File: config.mk
export PLATFORM = sky130hd
export DESIGN_NAME = jpeg_exif_segment_locator_unit
export DESIGN_NICKNAME = d
export VERILOG_FILES = /design/src/jesl_pkg.sv /design/src/jesl_scan.sv /design/src/jpeg_exif_segment_locator_unit.sv
export SDC_FILE = /design/constraint.sdc
export NUM_CORES = 1
export LEC_CHECK = 0
export ABC_AREA = 1
export BUFFER_PORTS_ARGS = -buffer_cell sky130_fd_sc_hd__buf_2
export CORE_MARGIN = 1
export CORE_UTILIZATION = 40
export CTS_CLUSTER_DIAMETER = 30
export DETAILED_ROUTE_END_ITERATION = 12
export SYNTH_ARGS = -nofsm -noshare
export SYNTH_HDL_FRONTEND = slang
export SYNTH_HIERARCHICAL = 1
export SYNTH_SLANG_ARGS = --single-unit
File: constraint.sdc
create_clock -name clk -period 13 [get_ports clk]
set_clock_uncertainty 0.2 [all_clocks]
set_input_delay 2.6 -clock clk [delete_from_list [all_inputs] [get_ports clk]]
set_output_delay 2.6 -clock clk [all_outputs]
set_load 0.02 [all_outputs]
File: src/jesl_pkg.sv
// Package with payload types, status codes and scan phase codes for the JPEG Exif locator
`default_nettype none
package jesl_pkg;

  localparam int MaxMarkerReads = 7;
  localparam int PositionBits   = 32;

  // input beat: one file byte plus framing flags
  typedef struct packed {
    logic [7:0] data_byte;
    logic       start_of_file;
    logic       end_of_file;
  } item_t;

  // result beat: scan outcome
  typedef struct packed {
    logic [2:0]  status;
    logic [31:0] exif_location;
    logic [15:0] segment_length;
  } result_t;

  // outcome codes
  localparam logic [2:0] ST_EXIF      = 3'd0;
  localparam logic [2:0] ST_NOSOI     = 3'd1;
  localparam logic [2:0] ST_SOS       = 3'd2;
  localparam logic [2:0] ST_EOI       = 3'd3;
  localparam logic [2:0] ST_NOTEXIF   = 3'd4;
  localparam logic [2:0] ST_FILL      = 3'd5;
  localparam logic [2:0] ST_BADLEN    = 3'd6;
  localparam logic [2:0] ST_PREMATURE = 3'd7;

  // scan phases
  localparam logic [2:0] PH_SOI0 = 3'd0;
  localparam logic [2:0] PH_SOI1 = 3'd1;
  localparam logic [2:0] PH_MARK = 3'd2;
  localparam logic [2:0] PH_LENH = 3'd3;
  localparam logic [2:0] PH_LENL = 3'd4;
  localparam logic [2:0] PH_BODY = 3'd5;

  // marker bytes
  localparam logic [7:0] MK_FILL = 8'hFF;
  localparam logic [7:0] MK_SOI  = 8'hD8;
  localparam logic [7:0] MK_EOI  = 8'hD9;
  localparam logic [7:0] MK_SOS  = 8'hDA;
  localparam logic [7:0] MK_APP1 = 8'hE1;

  // "Exif" signature at the head of an APP1 body
  function automatic logic [7:0] exif_sig(input logic [1:0] idx);
    logic [7:0] r;
    case (idx)
      2'd0:    r = 8'h45;
      2'd1:    r = 8'h78;
      2'd2:    r = 8'h69;
      default: r = 8'h66;
    endcase
    return r;
  endfunction

endpackage
`default_nettype wire

File: src/jesl_scan.sv
// Scan state registers and combinational per-byte update of the marker segment walker
`default_nettype none
module jesl_scan
  import jesl_pkg::*;
#(
  parameter int MAX_MARKER_READS = MaxMarkerReads,
  parameter int POSITION_BITS    = PositionBits
) (
  input  wire logic    clk,
  input  wire logic    rst,
  input  wire logic    step,
  input  wire item_t   item,
  output logic         res_valid,
  output result_t      res
);

  localparam int FillBits = (MAX_MARKER_READS > 2) ? $clog2(MAX_MARKER_READS) : 1;
  localparam logic [FillBits-1:0] FillLimit = FillBits'(MAX_MARKER_READS - 1);

  // scan state
  logic [2:0]               phase, phase_next;
  logic [POSITION_BITS-1:0] byte_position, byte_position_next;
  logic [FillBits-1:0]      fill_count, fill_count_next;
  logic [7:0]               marker_code, marker_code_next;
  logic [15:0]              length_value, length_value_next;
  logic [15:0]              bytes_left, bytes_left_next;
  logic [2:0]               signature_matched, signature_matched_next;
  logic [2:0]               body_index, body_index_next;
  logic                     scan_done, scan_done_next;
  logic                     length_known, length_known_next;

  // values seen by this beat, after a restart if one is flagged
  logic [2:0]               ph;
  logic [POSITION_BITS-1:0] pos;
  logic [FillBits-1:0]      fc;
  logic [7:0]               mk;
  logic [15:0]              lv;
  logic [15:0]              bl;
  logic [2:0]               sm;
  logic [2:0]               bi;
  logic                     done;
  logic                     lk;

  logic                     seg_end;
  logic [15:0]              seg_len;
  logic [15:0]              len_full;
  logic [POSITION_BITS-1:0] tiff_pos;
  logic [7:0]               b;

  assign b = item.data_byte;

  // per-byte update
  always_comb begin
    ph   = item.start_of_file ? PH_SOI0 : phase;
    pos  = item.start_of_file ? '0 : byte_position;
    fc   = item.start_of_file ? '0 : fill_count;
    mk   = item.start_of_file ? '0 : marker_code;
    lv   = item.start_of_file ? '0 : length_value;
    bl   = item.start_of_file ? '0 : bytes_left;
    sm   = item.start_of_file ? '0 : signature_matched;
    bi   = item.start_of_file ? '0 : body_index;
    done = item.start_of_file ? 1'b0 : scan_done;
    lk   = item.start_of_file ? 1'b0 : length_known;

    phase_next             = ph;
    byte_position_next     = pos;
    fill_count_next        = fc;
    marker_code_next       = mk;
    length_value_next      = lv;
    bytes_left_next        = bl;
    signature_matched_next = sm;
    body_index_next        = bi;
    length_known_next      = lk;

    res_valid          = 1'b0;
    res.status         = ST_EXIF;
    res.exif_location  = '0;
    res.segment_length = '0;
    seg_end  = 1'b0;
    seg_len  = lv;
    len_full = {lv[15:8], b};
    tiff_pos = '0;

    if (!done) begin
      if (item.end_of_file) begin
        res_valid = 1'b1;
        if (ph == PH_SOI0 || ph == PH_SOI1) begin
          res.status = ST_NOSOI;
        end else begin
          res.status         = ST_PREMATURE;
          res.segment_length = lk ? lv : 16'd0;
        end
      end else begin
        byte_position_next = pos + POSITION_BITS'(1);
        case (ph)
          PH_SOI0: begin
            if (b != MK_FILL) begin
              res_valid  = 1'b1;
              res.status = ST_NOSOI;
            end else begin
              phase_next = PH_SOI1;
            end
          end
          PH_SOI1: begin
            if (b != MK_SOI) begin
              res_valid  = 1'b1;
              res.status = ST_NOSOI;
            end else begin
              phase_next      = PH_MARK;
              fill_count_next = '0;
            end
          end
          PH_MARK: begin
            if (b == MK_FILL) begin
              if (fc >= FillLimit) begin
                res_valid  = 1'b1;
                res.status = ST_FILL;
              end else begin
                fill_count_next = fc + FillBits'(1);
              end
            end else begin
              marker_code_next = b;
              phase_next       = PH_LENH;
            end
          end
          PH_LENH: begin
            length_value_next = {b, 8'h00};
            phase_next        = PH_LENL;
          end
          PH_LENL: begin
            length_value_next = len_full;
            length_known_next = 1'b1;
            if (len_full < 16'd2) begin
              res_valid          = 1'b1;
              res.status         = ST_BADLEN;
              res.segment_length = len_full;
            end else begin
              bytes_left_next        = len_full - 16'd2;
              signature_matched_next = '0;
              body_index_next        = '0;
              seg_len                = len_full;
              if (len_full == 16'd2) begin
                seg_end = 1'b1;
              end else begin
                phase_next = PH_BODY;
              end
            end
          end
          default: begin
            // signature compare on the first four body bytes
            if (bi < 3'd4 && sm == bi && b == exif_sig(bi[1:0])) begin
              signature_matched_next = sm + 3'd1;
            end
            if (bi < 3'd4) begin
              body_index_next = bi + 3'd1;
            end
            bytes_left_next = bl - 16'd1;
            if (bl == 16'd1) begin
              seg_end = 1'b1;
            end
          end
        endcase

        // whole segment taken in
        if (seg_end) begin
          tiff_pos = byte_position_next - POSITION_BITS'(seg_len) + POSITION_BITS'(8);
          if (mk == MK_SOS) begin
            res_valid          = 1'b1;
            res.status         = ST_SOS;
            res.segment_length = seg_len;
          end else if (mk == MK_EOI) begin
            res_valid          = 1'b1;
            res.status         = ST_EOI;
            res.segment_length = seg_len;
          end else if (mk == MK_APP1) begin
            res_valid          = 1'b1;
            res.segment_length = seg_len;
            if (signature_matched_next == 3'd4) begin
              res.status        = ST_EXIF;
              res.exif_location = 32'(tiff_pos);
            end else begin
              res.status = ST_NOTEXIF;
            end
          end else begin
            phase_next        = PH_MARK;
            fill_count_next   = '0;
            length_known_next = 1'b0;
          end
        end
      end
    end
    scan_done_next = done | res_valid;
  end

  // state registers
  always_ff @(posedge clk) begin
    if (rst) begin
      phase             <= PH_SOI0;
      byte_position     <= '0;
      fill_count        <= '0;
      marker_code       <= '0;
      length_value      <= '0;
      bytes_left        <= '0;
      signature_matched <= '0;
      body_index        <= '0;
      scan_done         <= 1'b0;
      length_known      <= 1'b0;
    end else if (step) begin
      phase             <= phase_next;
      byte_position     <= byte_position_next;
      fill_count        <= fill_count_next;
      marker_code       <= marker_code_next;
      length_value      <= length_value_next;
      bytes_left        <= bytes_left_next;
      signature_matched <= signature_matched_next;
      body_index        <= body_index_next;
      scan_done         <= scan_done_next;
      length_known      <= length_known_next;
    end
  end

  // no result once a scan has ended, until restarted
  a_quiet_after_done: assert property (@(posedge clk) disable iff (rst)
    (scan_done && !item.start_of_file) |-> !res_valid)
    else $error("result after scan end");

  // signature count never outruns body index by skipping
  a_sig_bound: assert property (@(posedge clk) disable iff (rst)
    signature_matched <= body_index)
    else $error("signature count exceeds body index");

  // fill count stays below the marker read limit
  a_fill_bound: assert property (@(posedge clk) disable iff (rst)
    fill_count <= FillLimit)
    else $error("fill count over limit");

endmodule
`default_nettype wire

File: src/jpeg_exif_segment_locator_unit.sv
// A byte held in the input register is stepped once the result register is free; the scan state
// then updates once for that byte and any result is loaded into the result register. One byte
// per cycle while the result side does not stall. An input register and a result register part
// the two channels; while a result waits the input register takes one more byte, then the input
// stalls until the result is taken. Reset (rst, synchronous) empties both registers and puts the
// scan at the first SOI byte with position zero; a scan is live right after reset.
`default_nettype none
module jpeg_exif_segment_locator_unit
  import jesl_pkg::*;
#(
  parameter int MAX_MARKER_READS = MaxMarkerReads,
  parameter int POSITION_BITS    = PositionBits
) (
  input  wire logic    clk,
  input  wire logic    rst,
  input  wire logic    item_valid,
  output logic         item_stall,
  input  wire item_t   item,
  output logic         result_valid,
  input  wire logic    result_stall,
  output result_t      result
);

  logic    in_full;
  item_t   in_item;
  logic    step;
  logic    out_free;
  logic    res_valid;
  result_t res;

  // result register can load when empty or being taken
  assign out_free   = !result_valid || !result_stall;
  assign step       = in_full && out_free;
  assign item_stall = in_full && !out_free;

  // input register
  always_ff @(posedge clk) begin
    if (rst) begin
      in_full <= 1'b0;
    end else if (!item_stall) begin
      in_full <= item_valid;
    end
  end

  always_ff @(posedge clk) begin
    if (!item_stall && item_valid) begin
      in_item <= item;
    end
  end

  jesl_scan #(
    .MAX_MARKER_READS (MAX_MARKER_READS),
    .POSITION_BITS    (POSITION_BITS)
  ) u_scan (
    .clk       (clk),
    .rst       (rst),
    .step      (step),
    .item      (in_item),
    .res_valid (res_valid),
    .res       (res)
  );

  // result register
  always_ff @(posedge clk) begin
    if (rst) begin
      result_valid <= 1'b0;
    end else if (out_free) begin
      result_valid <= step && res_valid;
    end
  end

  always_ff @(posedge clk) begin
    if (out_free && step && res_valid) begin
      result <= res;
    end
  end

  // location only reported with an Exif outcome
  a_loc_zero: assert property (@(posedge clk) disable iff (rst)
    (result_valid && result.status != ST_EXIF) |-> result.exif_location == 32'd0)
    else $error("location set without exif");

  // outcomes that precede any length field carry no length
  a_len_zero: assert property (@(posedge clk) disable iff (rst)
    (result_valid && (result.status == ST_NOSOI || result.status == ST_FILL))
      |-> result.segment_length == 16'd0)
    else $error("length set on early outcome");

  // input side only stalls with a byte held
  a_stall_full: assert property (@(posedge clk) disable iff (rst)
    item_stall |-> (in_full && result_valid && result_stall))
    else $error("stall without held byte");

endmodule
`default_nettype wire

# --- Word-level counts from Yosys, hierarchy flattened ---
# Index checks and enable logic that the tools add are counted.
totals:
  output_inout_bits: 53
  in_bits: 14
  ff_bits: 149
  elab_cells: 182
op_classes:
  muxes: 113
  addsub: 8
  order_cmp: 3
  n_eq_ne: 17
  n_reduce_logical: 19
  n_bitwise: 4
op_table:
  columns: ["operator", "count"]
  rows:
  - ["$mux W16", 16]
  - ["$mux W32", 6]
  - ["$mux W3", 42]
  - ["$mux W51", 2]
  - ["$mux W8", 10]
  - ["$pmux W16 S2", 2]
  - ["$add A32 B1 Y32 const B", 1]
  - ["$add A32 B4 Y32 const B", 1]
  - ["$eq A8 B8 Y1 const B", 4]
  - ["$sub A32 B16 Y32", 1]
  - ["$mux W1", 27]
  - ["$pmux W3 S2", 3]
  - ["$pmux W6 S3", 1]
  - ["$eq A16 B1 Y1 const B", 1]
  - ["$eq A16 B2 Y1 const B", 1]
  - ["$lt A16 B2 Y1 const B", 1]
  - ["$ne A8 B8 Y1 const B", 2]
  - ["$sub A16 B1 Y16 const B", 1]
  - ["$sub A16 B2 Y16 const B", 1]
  - ["$pmux W3 S5", 1]
  - ["$pmux W3 S4", 1]
  - ["$add A3 B1 Y3 const B", 3]
  - ["$eq A8 B8 Y1", 1]
  - ["$logic_and A1 B1 Y1", 8]
  - ["19 further kinds", 27]

# --- Longest topological paths before layout ---
# Gate-level depths: netlist of run 1.
logic_depth:
  ltp_word: 19
  mapped_depth: 27
  depth_no_buf: 26

# --- By module ---
# The synthesis of run 1 kept the hierarchy.
by_module_without_submodules:
  columns: ["module", "seq_area_each_um2", "n_inst", "cells_per_inst", "area_each_um2"]
  rows:
  - ["jesl_scan", 1721.7, 1, 1648, 9349.0]
  - ["jpeg_exif_segment_locator_unit", 1871.8, 1, 79, 1936.9]

# --- Least setup slack after synthesis of run 1 ---
# No wires, ideal clock.
synth_timing:
  path_type: "input -> register"
  startpoint: "input port result_stall"
  endpoint: "register result[0] in the netlist's numbering (enable)"
  path_slack_ns: 6.093
  t_arrival_ns: 6.184
  setup_time_ns: 0.522
  required_ns: 12.278
  path_stages: 3
  n_path_buf: 0
  path_cell_list: "nand2_1 > inv_1 > nor3_1"
synth_between:
  elab_chain_len: 5
synth_rtl:
  columns: ["element", "line_no", "source"]
  rows:
  - ["from (decl)", "jpeg_exif_segment_locator_unit.sv:20", "input wire logic result_stall,"]
  - ["$logic_not A1 Y1 *", "jpeg_exif_segment_locator_unit.sv:32", "assign out_free = !result_valid || !result_stall;"]
  - ["$logic_or A1 B1 Y1 *", "jpeg_exif_segment_locator_unit.sv:32", null]
  - ["$logic_and A1 B1 Y1", "jpeg_exif_segment_locator_unit.sv:33", "assign step = in_full && out_free;"]
  - ["$logic_and A1 B1 Y1 * (2 in series)", "jpeg_exif_segment_locator_unit.sv:73", "if (out_free && step && res_valid) begin"]
  - ["to (signal assigned)", "jpeg_exif_segment_locator_unit.sv:74", "result <= res;"]
  - ["to (decl)", "jpeg_exif_segment_locator_unit.sv:21", "output result_t result"]
# Mark *: on every way between the ends. The rest lies on a longest branch, timed or not.
# A chain may end at the register's enable or synchronous reset.

# --- Worst setup path after layout of run 1 ---
layout_timing:
  startpoint: "input port result_stall"
  endpoint: "output port item_stall"
layout_between:
  elab_chain_len: 4
layout_rtl:
  columns: ["element", "line_no", "source"]
  rows:
  - ["$logic_not A1 Y1", "jpeg_exif_segment_locator_unit.sv:32", null]
  - ["$logic_or A1 B1 Y1", "jpeg_exif_segment_locator_unit.sv:32", null]
  - ["$logic_not A1 Y1", "jpeg_exif_segment_locator_unit.sv:34", "assign item_stall = in_full && !out_free;"]
  - ["$logic_and A1 B1 Y1", "jpeg_exif_segment_locator_unit.sv:34", null]
  - ["to (decl)", "jpeg_exif_segment_locator_unit.sv:17", "output logic item_stall,"]
# Every way passes these cells.

==> results of run 1 <==
## power groups by stage
stage / logic (mW) / clock network, mW / registers (mW)
3_5_place_dp: 0.263 / 0 / 0.529
6_report: 0.268 / 0.530 / 0.519
2_1_floorplan: 0.186 / 0 / 0.538
4_1_cts: 0.265 / 0.542 / 0.519
3_3_place_gp: 0.262 / 0 / 0.529
5_1_grt: 0.300 / 0.559 / 0.521
## path summary, 6_finish.rpt
kind / to / cells after the start / startpoint / slack [ps]
setup reg to reg: result[47] / 23 / in_item[1] / 7250
hold reg to reg: u_scan/byte_position[30] / 2 / u_scan/byte_position[30] / 270
setup / recovery: item_stall / 4 / result_stall / 7190
hold / removal: u_scan/byte_position[30] / 2 / u_scan/byte_position[30] / 270
## per-layer routing
layer | wire [um] | share of wire (%) | vias to the layer above | GRT usage, %
met4 | 782 | 2.1 | 0 | 7.403
met2 | 15760 | 43 | 470 | 39.06
met5 | 0 | 0 | - | 0
li1 | - | - | 5772 | -
met1 | 17500 | 48 | 5398 | 38.05
met3 | 2635 | 7.2 | 53 | 2.953
## logic make-up after synthesis
kind of cell / after synthesis / share of synthesized area [%]
xor+xnor: 47 / 3.647
fa+ha+maj: 54 / 6.053
flops: 149 / 31.84
compound gates: 383 / 18.56
buf+inv: 293 / 10.21
simple gates: 801 / 29.69
## area by class of cell
cell class / count / area, um^2 / share of cell area [%]
clock inverter: 15 / 183.9 / 1.469
timing repair buffer: 79 / 427.9 / 3.417
sequential: 149 / 3593 / 28.70
multi-input combinational: 1285 / 6548 / 52.29
tap: 378 / 473.0 / 3.777
inverter: 232 / 870.8 / 6.954
clock buffer: 17 / 425.4 / 3.397
## sequential cells by signal, summed over array words and instances (netlist names)
register / cells
in_full: 1
u_scan/bytes_left: 16
u_scan/fill_count: 3
u_scan/phase: 3
u_scan/scan_done: 1
in_item: 10
u_scan/byte_position: 32
result_valid: 1
result: 51
u_scan/body_index: 3
u_scan/length_known: 1
u_scan/length_value: 16
u_scan/marker_code: 8
u_scan/signature_matched: 3
## cell usage after synthesis (all sizes together) (3+ instances only)
cell type / n
o211ai: 16
inv: 230
nand4: 20
a31oi: 6
nor2: 265
nand2: 387
xor2: 31
a21oi: 182
o21a: 3
dfxtp: 88
a211oi: 6
nor3: 42
nand3: 78
a221oi: 7
nand3b: 3
o21bai: 4
o22ai: 14
a22oi: 8
o21ai: 129
ha: 53
xnor2: 16
edfxtp: 61
buf: 20
clkbuf: 41
## layout by cell type, fill, tap and decap left out, drive strengths merged, types with 3 or more instances in the layout
cell and n:
dfxtp 88, o21ai 129, o21a 3, a22oi 8, nor3 42, clkinv 6
nand3 78, buf 79, edfxtp 61, nand4 20, o21bai 4, a21oi 182
inv 239, ha 53, o22ai 14, nand3b 3, xnor2 16, nor2 265
a211oi 6, xor2 31, a31oi 6, o211ai 16, nand2 387, clkbuf 17
a221oi 7
## tightest hold or removal path: stages (launching register included)
cell and delay, ps:
dfxtp_1 310, nand2_1 60, a21oi_1 60
==> results.py, run 1 <==
metrics = {
    "outcome": {
        "status": "completed",
    },
    "timing": {
        "tightest_slew_ps": 1140,
        "max_freq_mhz": 172.1,
        "final.min_clock_period_ps": 5811,
        "finalMaxSlewViolations": 0,
        "setup_slack_ps": 7189,
        "finalCritPeriodShare_pct": 44.70,
        "hold_ws_ps": 265.7,
        "tns_ps": 0,
        "finalSetupViolations": 0,
        "slew_headroom_pct": 23.69,
        "rsz0062_at_grt": "no",
        "finalHoldViolCount": 0,
    },
    "yosys": {
        "ys_warn_count": 6,
        "synth-seq-area-share_pct": 31.84,
        "async_flop_share_pct": 0,
        "synth_cells": 1727,
        "synthesis.nets": 1795,
        "syn_area_um2": 11290,
        "ys_ff_latch": 149,
        "ys.flop_type": "dfxtp_1",
        "synth_cell_type_count": 46,
        "synth_area_per_cell_um2": 6.535,
        "yosys.area.top_type": "edfxtp_1",
        "yosys.area.top_type_share_pct": 16.23,
        "netlist_top_cells_area": "edfxtp_1 (16%), dfxtp_1 (16%), nand2_1 (13%)",
        "synth_edf_count": 61,
    },
    "worst_setup_path": {
        "crit_type": "in2out",
        "cpMostUsedCell": "buf_2",
        "start_kind": "input port",
        "critPathMaxStageDelay_ps": 150,
        "slowest_stage": "buf_2",
        "cp.required_ps": 10200,
        "worstSetupEndpointType": "output port",
        "crit_fanout": 3,
        "path_buf_inv": 3,
        "path_cells": "buf_2 -> nand3_1 -> inv_1 -> buf_2",
        "worst_ep_arrival_time_ps": 3010,
        "critPathTopFamily": "buffers and inverters",
    },
    "power": {
        "p_total_mw": 1.317,
        "seqPwrFrac_pct": 39.4,
        "p_sw_uw": 435.3,
        "p_comb_share_pct": 20.4,
        "switching_share_pct": 33.05,
        "powerDensity_nw_per_um2": 105.2,
        "ir_drop_uv": 88.74,
        "power_frac_clock_pct": 40.2,
        "p_leak_nw": 5.595,
        "intPower_uw": 881.9,
    },
    "die": {
        "die_h_um": 170.0,
        "start_util_pct": 40.62,
        "rows": 61,
        "fp.dieW_um": 170.0,
        "die-area_um2": 28890,
        "num_io_pins": 67,
        "coreArea_um2": 27780,
    },
    "drt": {
        "antenna_left": 0,
        "num_vias": 11690,
        "drt_wl_total_mm": 36.67,
        "drtIter0Drc": 1330,
        "route.detailed.drc": 0,
        "dr.pass1.iters": 5,
        "vias_per_cell": 5.426,
        "routedWlPerCell_um": 17.02,
    },
    "final_layout": {
        "fill_cells": 3001,
        "fin_nets": 1832,
        "area_delta_synth_final_pct": 10.95,
        "drive_above_1_share_pct": 8.104,
        "stdcell_area_um2": 12520,
        "layoutNonFillerInstCount": 2155,
        "utilization_pct": 45.07,
        "n_antenna_cell": 0,
    },
    "grt": {
        "grt_pass1_vias": 10500,
        "antenna_found_initial": 1,
        "track_usage_pct": 25.76,
        "grt_start_max_net_pins": 76,
        "grt_pass1_wl_mm": 57.79,
        "overflow": 0,
    },
    "clock_tree": {
        "cts_made_buffers": 17,
        "cts-root-buf": "clkbuf_16",
        "htreeDepth": 4,
        "clock_path_buffers": 2,
        "cts_tree": "built",
        "cts_sinks": 149,
        "path_clk_slew_ps": 70,
        "postCtsHoldBufs": 0,
        "clock_latency_ps": 440,
        "cts_setup_buffers": 0,
        "ctsResizeCount": 0,
    },
    "placement": {
        "portBuffers": 66,
        "numPlacedInstances": 2123,
        "place_area_um2": 11910,
        "pre_cts_ws_ps": 7185,
        "gp_congestion": 0.9204,
        "dp_hpwl_mm": 26.71,
    },
    "job": {
        "maxCapViolations": 0,
    },
    "min_path": {
        "hold_class": "reg2reg",
    },
}
(Power assumes the default switching activity.)
==> inputs of run 2 (changes only) <==
Clock period 13 ns to 5.58 ns, I/O delays scaled along.
==> results.py, run 2 (synthesized netlist as in run 1, its figures left out) <==
metrics = {
    "timing": {
        "hold_ws_ps": 265.5,
        "rsz0062_at_grt": "no",
        "finalSetupViolations": 0,
        "setup_slack_ps": 815.8,
        "finalCritPeriodShare_pct": 85.38,
        "slew_headroom_pct": 31.17,
        "max_freq_mhz": 209.9,
        "tns_ps": 0,
        "tightest_slew_ps": 1031,
        "finalMaxSlewViolations": 0,
        "finalHoldViolCount": 0,
        "final.min_clock_period_ps": 4764,
    },
    "clock_tree": {
        "cts_sinks": 149,
        "ctsResizeCount": 0,
        "clock_path_buffers": 2,
        "cts_tree": "built",
        "path_clk_slew_ps": 70,
        "htreeDepth": 4,
        "cts_setup_buffers": 0,
        "postCtsHoldBufs": 0,
        "clock_latency_ps": 440,
        "cts_made_buffers": 17,
        "cts-root-buf": "clkbuf_16",
    },
    "grt": {
        "overflow": 0,
        "antenna_found_initial": 0,
        "met1_usage_pct": 38.36,
        "grt_pass1_vias": 10590,
        "grt_start_max_net_pins": 64,
        "grt_util_met2_pct": 39.06,
        "top_usage_layer": "met2",
        "met3_usage_pct": 5.116,
        "grt_pass1_wl_mm": 58.50,
        "track_usage_pct": 26.34,
    },
    "drt": {
        "vias_per_cell": 5.382,
        "antenna_left": 0,
        "num_vias": 11640,
        "drtIter0Drc": 1071,
        "routedWlPerCell_um": 17.18,
        "route.detailed.drc": 0,
        "dr.pass1.iters": 5,
        "drt_wl_total_mm": 37.16,
    },
    "worst_setup_path": {
        "ff2ff_path_depth": 19,
        "crit_start": "in_item[1]",
        "crit_type": "reg2reg",
        "worst_ep_arrival_time_ps": 4860,
        "reg2reg_from": "in_item[1]",
        "start_kind": "register",
        "worstSetupEndpointType": "register",
        "cp.required_ps": 5680,
        "crit_fanout": 29,
        "r2r_setup_slack_ps": 820,
    },
    "final_layout": {
        "drive_above_1_share_pct": 8.459,
        "fin_nets": 1840,
        "largest_reg_flops": 51,
        "area_delta_synth_final_pct": 11.32,
        "n_antenna_cell": 0,
        "final_common_cell": "nand2_1",
        "top_register": "result",
        "layout_common_cells": "nand2_1 (383), nor2_1 (259), inv_1 (225)",
        "reg.largest.list": "result x51, u_scan/byte_position x32",
        "layoutNonFillerInstCount": 2163,
    },
    "die": {
        "die-area_um2": 28890,
        "coreArea_um2": 27780,
        "start_util_pct": 40.62,
        "num_io_pins": 67,
        "die_h_um": 170.0,
        "rows": 61,
        "fp.dieW_um": 170.0,
    },
    "job": {
        "maxCapViolations": 0,
    },
    "placement": {
        "dp_hpwl_mm": 27.50,
        "gp_congestion": 0.9924,
        "portBuffers": 66,
        "pre_cts_ws_ps": 901.2,
        "numPlacedInstances": 2131,
    },
    "min_path": {
        "hold_start": "u_scan/byte_position[26]",
        "hold_class": "reg2reg",
        "hold_depth": 2,
    },
    "outcome": {
        "status": "completed",
    },
    "power": {
        "p_leak_nw": 5.609,
        "powerDensity_nw_per_um2": 241.7,
        "ir_drop_uv": 160.3,
        "p_total_mw": 3.037,
    },
}
[run 2: path summary, 6_finish.rpt]
check                                                end
worst max-delay path                          result[34]
worst min-delay path            u_scan/byte_position[26]
worst max register to register                result[34]
worst min register to register  u_scan/byte_position[26]
[run 2: final cells by class]
class | instances | area (um^2)
Sequential cell | 149 | 3593
Timing Repair Buffer | 87 | 488.0
Tap cell | 378 | 473.0
Clock inverter | 12 | 116.4
Clock buffer | 20 | 467.9
Fill cell | 2987 | 15220
Inverter | 232 | 870.8
Multi-Input combinational cell | 1285 | 6554
[run 2: worst max-delay path, cell delays in order (launching register included)]
cell and delay (ps):
edfxtp_1 420, buf_4 270, nor2_1 380, ha_1 240, nand2_1 100, nor2_1 250, inv_1 100, nor2_1 230
xor2_1 170, inv_1 70, ha_1 280, ha_1 360, nand2_1 130, nor2_1 160, nand2_1 60, o21ai_0 480
a21oi_1 180, nand2_1 170, nand4_1 220, nor2_1 140
[run 2: through the flow]
stage | util (%) | cell area [um^2]
global placement | 43.12 | 11980
floorplan | - | 11290
finish | 45.22 | 12560
detailed placement | 43.12 | 11980
CTS | 45.22 | 12560
global route | 45.22 | 12560
[run 2: layer usage]
| layer | vias to the layer above | routed length, um |
|---|---|---|
| li1 | 5794 | - |
| met1 | 5285 | 17830 |
| met2 | 512 | 15400 |
| met3 | 50 | 3272 |
| met4 | 0 | 669 |
| met5 | - | 0 |
[run 2: power breakdown]
| group | internal, mW | switching [mW] | leakage [nW] |
|---|---|---|---|
| sequential | 1.18 | 0.0267 | 1.29 |
| clock | 0.659 | 0.530 | 0.273 |
| combinational | 0.194 | 0.444 | 4.04 |
| total | 2.04 | 1.00 | 5.61 |
==> inputs of run 3 (changes only) <==
Settings changed: ABC_AREA 1 to unset, PLACE_DENSITY set to 0.59.
==> results.py, run 3 <==
metrics = {
    "power": {
        "ir_drop_uv": 195.9,
        "powerDensity_nw_per_um2": 224.0,
        "p_leak_nw": 4.338,
        "p_total_mw": 2.547,
    },
    "placement": {
        "dp_hpwl_mm": 19.99,
        "portBuffers": 66,
        "gp_congestion": 0.8959,
        "pre_cts_ws_ps": 408.1,
    },
    "timing": {
        "finalMaxSlewViolations": 0,
        "final.min_clock_period_ps": 5271,
        "hold_ws_ps": 265.3,
        "max_freq_mhz": 189.7,
        "finalSetupViolations": 0,
        "slew_headroom_pct": 19.19,
        "tns_ps": 0,
        "tightest_slew_ps": 1212,
        "finalCritPeriodShare_pct": 94.46,
        "rsz0062_at_grt": "no",
        "setup_slack_ps": 309.1,
        "finalHoldViolCount": 0,
    },
    "worst_setup_path": {
        "reg2reg_from": "u_scan/length_value[11]",
        "slowest_stage": "nor4_1",
        "worst_r2r_endpoint": "result[45]",
        "path_cells": "nor4_1 -> and2_1 -> a31oi_1 -> buf_4 -> a21oi_1 -> ha_1 -> ha_1 -> o211ai_1 -> o211ai_1 -> a21oi_1 -> o21ai_0 -> a41oi_1 -> o41ai_1 -> xnor2_1 -> nor2_1",
        "crit_type": "reg2reg",
        "worst_ep_arrival_time_ps": 5240,
        "critPathMaxStageDelay_ps": 560,
        "cp.required_ps": 5550,
        "ff2ff_path_depth": 15,
        "r2r_setup_slack_ps": 310,
        "crit_fanout": 9,
        "start_kind": "register",
        "worstSetupEndpointType": "register",
    },
    "die": {
        "die_h_um": 161.0,
        "fp.dieW_um": 161.0,
        "rows": 57,
        "die-area_um2": 25920,
        "start_util_pct": 41.22,
        "coreArea_um2": 24530,
        "num_io_pins": 67,
    },
    "yosys": {
        "async_flop_share_pct": 0,
        "synth_cell_type_count": 75,
        "synth.most_common_cell": "nor2_1",
        "synth_area_per_cell_um2": 7.963,
        "ys.flop_type": "dfxtp_1",
        "ys_ff_latch": 149,
        "synth_common_cells": "nor2_1 (205), a21oi_1 (117), nand2_1 (106)",
        "netlist_top_cells_area": "edfxtp_1 (18%), dfxtp_1 (17%), nor2_1 (7.6%)",
        "synth_cells": 1270,
        "synthesis.nets": 1338,
        "yosys.area.top_type": "edfxtp_1",
        "synth_edf_count": 61,
        "ys_warn_count": 6,
        "syn_area_um2": 10110,
        "yosys.area.top_type_share_pct": 18.11,
        "synth-seq-area-share_pct": 35.53,
    },
    "final_layout": {
        "top_register": "result",
        "n_antenna_cell": 0,
        "multi_input_area_um2": 6017,
        "final_common_cell": "nor2_1",
        "reg.largest.list": "result x51, u_scan/byte_position x32",
        "drive_above_1_share_pct": 12.30,
        "fill_cells": 2439,
        "layout_common_cells": "nor2_1 (204), a21oi_1 (116), nand2_1 (106)",
        "fin_nets": 1380,
        "regArea_um2": 3593,
        "largest_reg_flops": 51,
        "area_delta_synth_final_pct": 12.43,
    },
    "min_path": {
        "hold_start": "u_scan/length_known",
        "worst_hold_path.endpoint": "u_scan/length_known",
        "hold_depth": 2,
        "hold_class": "reg2reg",
    },
    "outcome": {
        "status": "completed",
    },
    "grt": {
        "grt_pass1_vias": 8704,
        "grt_pass1_wl_mm": 45.80,
        "antenna_found_initial": 0,
        "grt_start_max_net_pins": 58,
        "track_usage_pct": 22.15,
        "overflow": 0,
    },
    "drt": {
        "num_vias": 9400,
        "drtIter0Drc": 843,
        "vias_per_cell": 5.700,
        "routedWlPerCell_um": 17.47,
        "dr.pass1.iters": 5,
        "antenna_left": 0,
        "route.detailed.drc": 0,
        "drt_wl_total_mm": 28.80,
    },
    "clock_tree": {
        "path_clk_slew_ps": 70,
        "postCtsHoldBufs": 0,
        "cts_tree": "built",
        "ctsResizeCount": 0,
        "clock_path_buffers": 2,
        "cts-root-buf": "clkbuf_16",
        "clock_latency_ps": 440,
        "cts_sinks": 149,
        "cts_setup_buffers": 0,
        "cts_made_buffers": 17,
        "htreeDepth": 4,
    },
    "job": {
        "maxCapViolations": 0,
    },
}
-- run 3: where the power goes --
group	internal (mW)	total, mW	switching [mW]
Clock	0.639	1.16	0.520
Sequential	1.16	1.17	0.0120
Combinational	0.0569	0.214	0.157
-- run 3: cells by family (layout without fill, tap and decap cells) --
kind of cell | Yosys count | in the layout | synth area share (%)
flip-flops | 149 | 149 | 35.53
multiplexers | 4 | 4 | 0.4206
XOR/XNOR | 67 | 67 | 5.802
adder cells (fa/ha/maj) | 54 | 54 | 6.755
AND/OR/NAND/NOR | 516 | 516 | 24.64
AO/OA/AOI/OAI | 354 | 354 | 21.74
buffers and inverters | 126 | 181 | 5.110
-- run 3: area by class of cell --
cell class              count  share of cell area [%]
clock buffers              18                   3.862
clock inverters            14                   1.221
well taps                 324                   3.565
inverters                  47                   1.551
flip-flops and latches    149                   31.60
multi-input cells         995                   52.92
repair buffers            102                   5.282
-- run 3: metal layers --
layer	global-route usage, %	wire length, um	up-vias
met5	0	0	-
met3	3.184	1561	42
met2	37.21	13560	342
met1	29.57	13230	4369
li1	-	-	4647
met4	6.089	449	0
-- run 3: worst max-delay path, delay by kind of cell (launching register included) --
family	cells	cell delay, ps
AO/OA/AOI/OAI	8	2400
XOR/XNOR	1	170
adder cells (fa/ha/maj)	2	700
buffers and inverters	1	270
flip-flops	1	390
AND/OR/NAND/NOR	3	860
-- run 3: worst max path at each step --
stage,startpoint,end,slack (ps),cells after the start
after CTS,u_scan/length_value[11],result[45],400,15
after detailed placement,u_scan/length_value[11],result[45],410,15
after floorplan,in_item[1],result[40],350,23
after global placement,u_scan/length_value[11],result[45],560,15
after global routing,u_scan/length_value[11],result[45],50,15
final,u_scan/length_value[11],result[45],310,15
-- run 3: metrics by stage --
step | instance area (um^2) | cells | util [%]
global placement | 10790 | 1617 | 43.99
detailed placement | 10790 | 1617 | 43.99
finish | 11370 | 1649 | 46.35
global route | 11370 | 1649 | 46.35
CTS | 11370 | 1649 | 46.35
floorplan | 10120 | 1270 | -
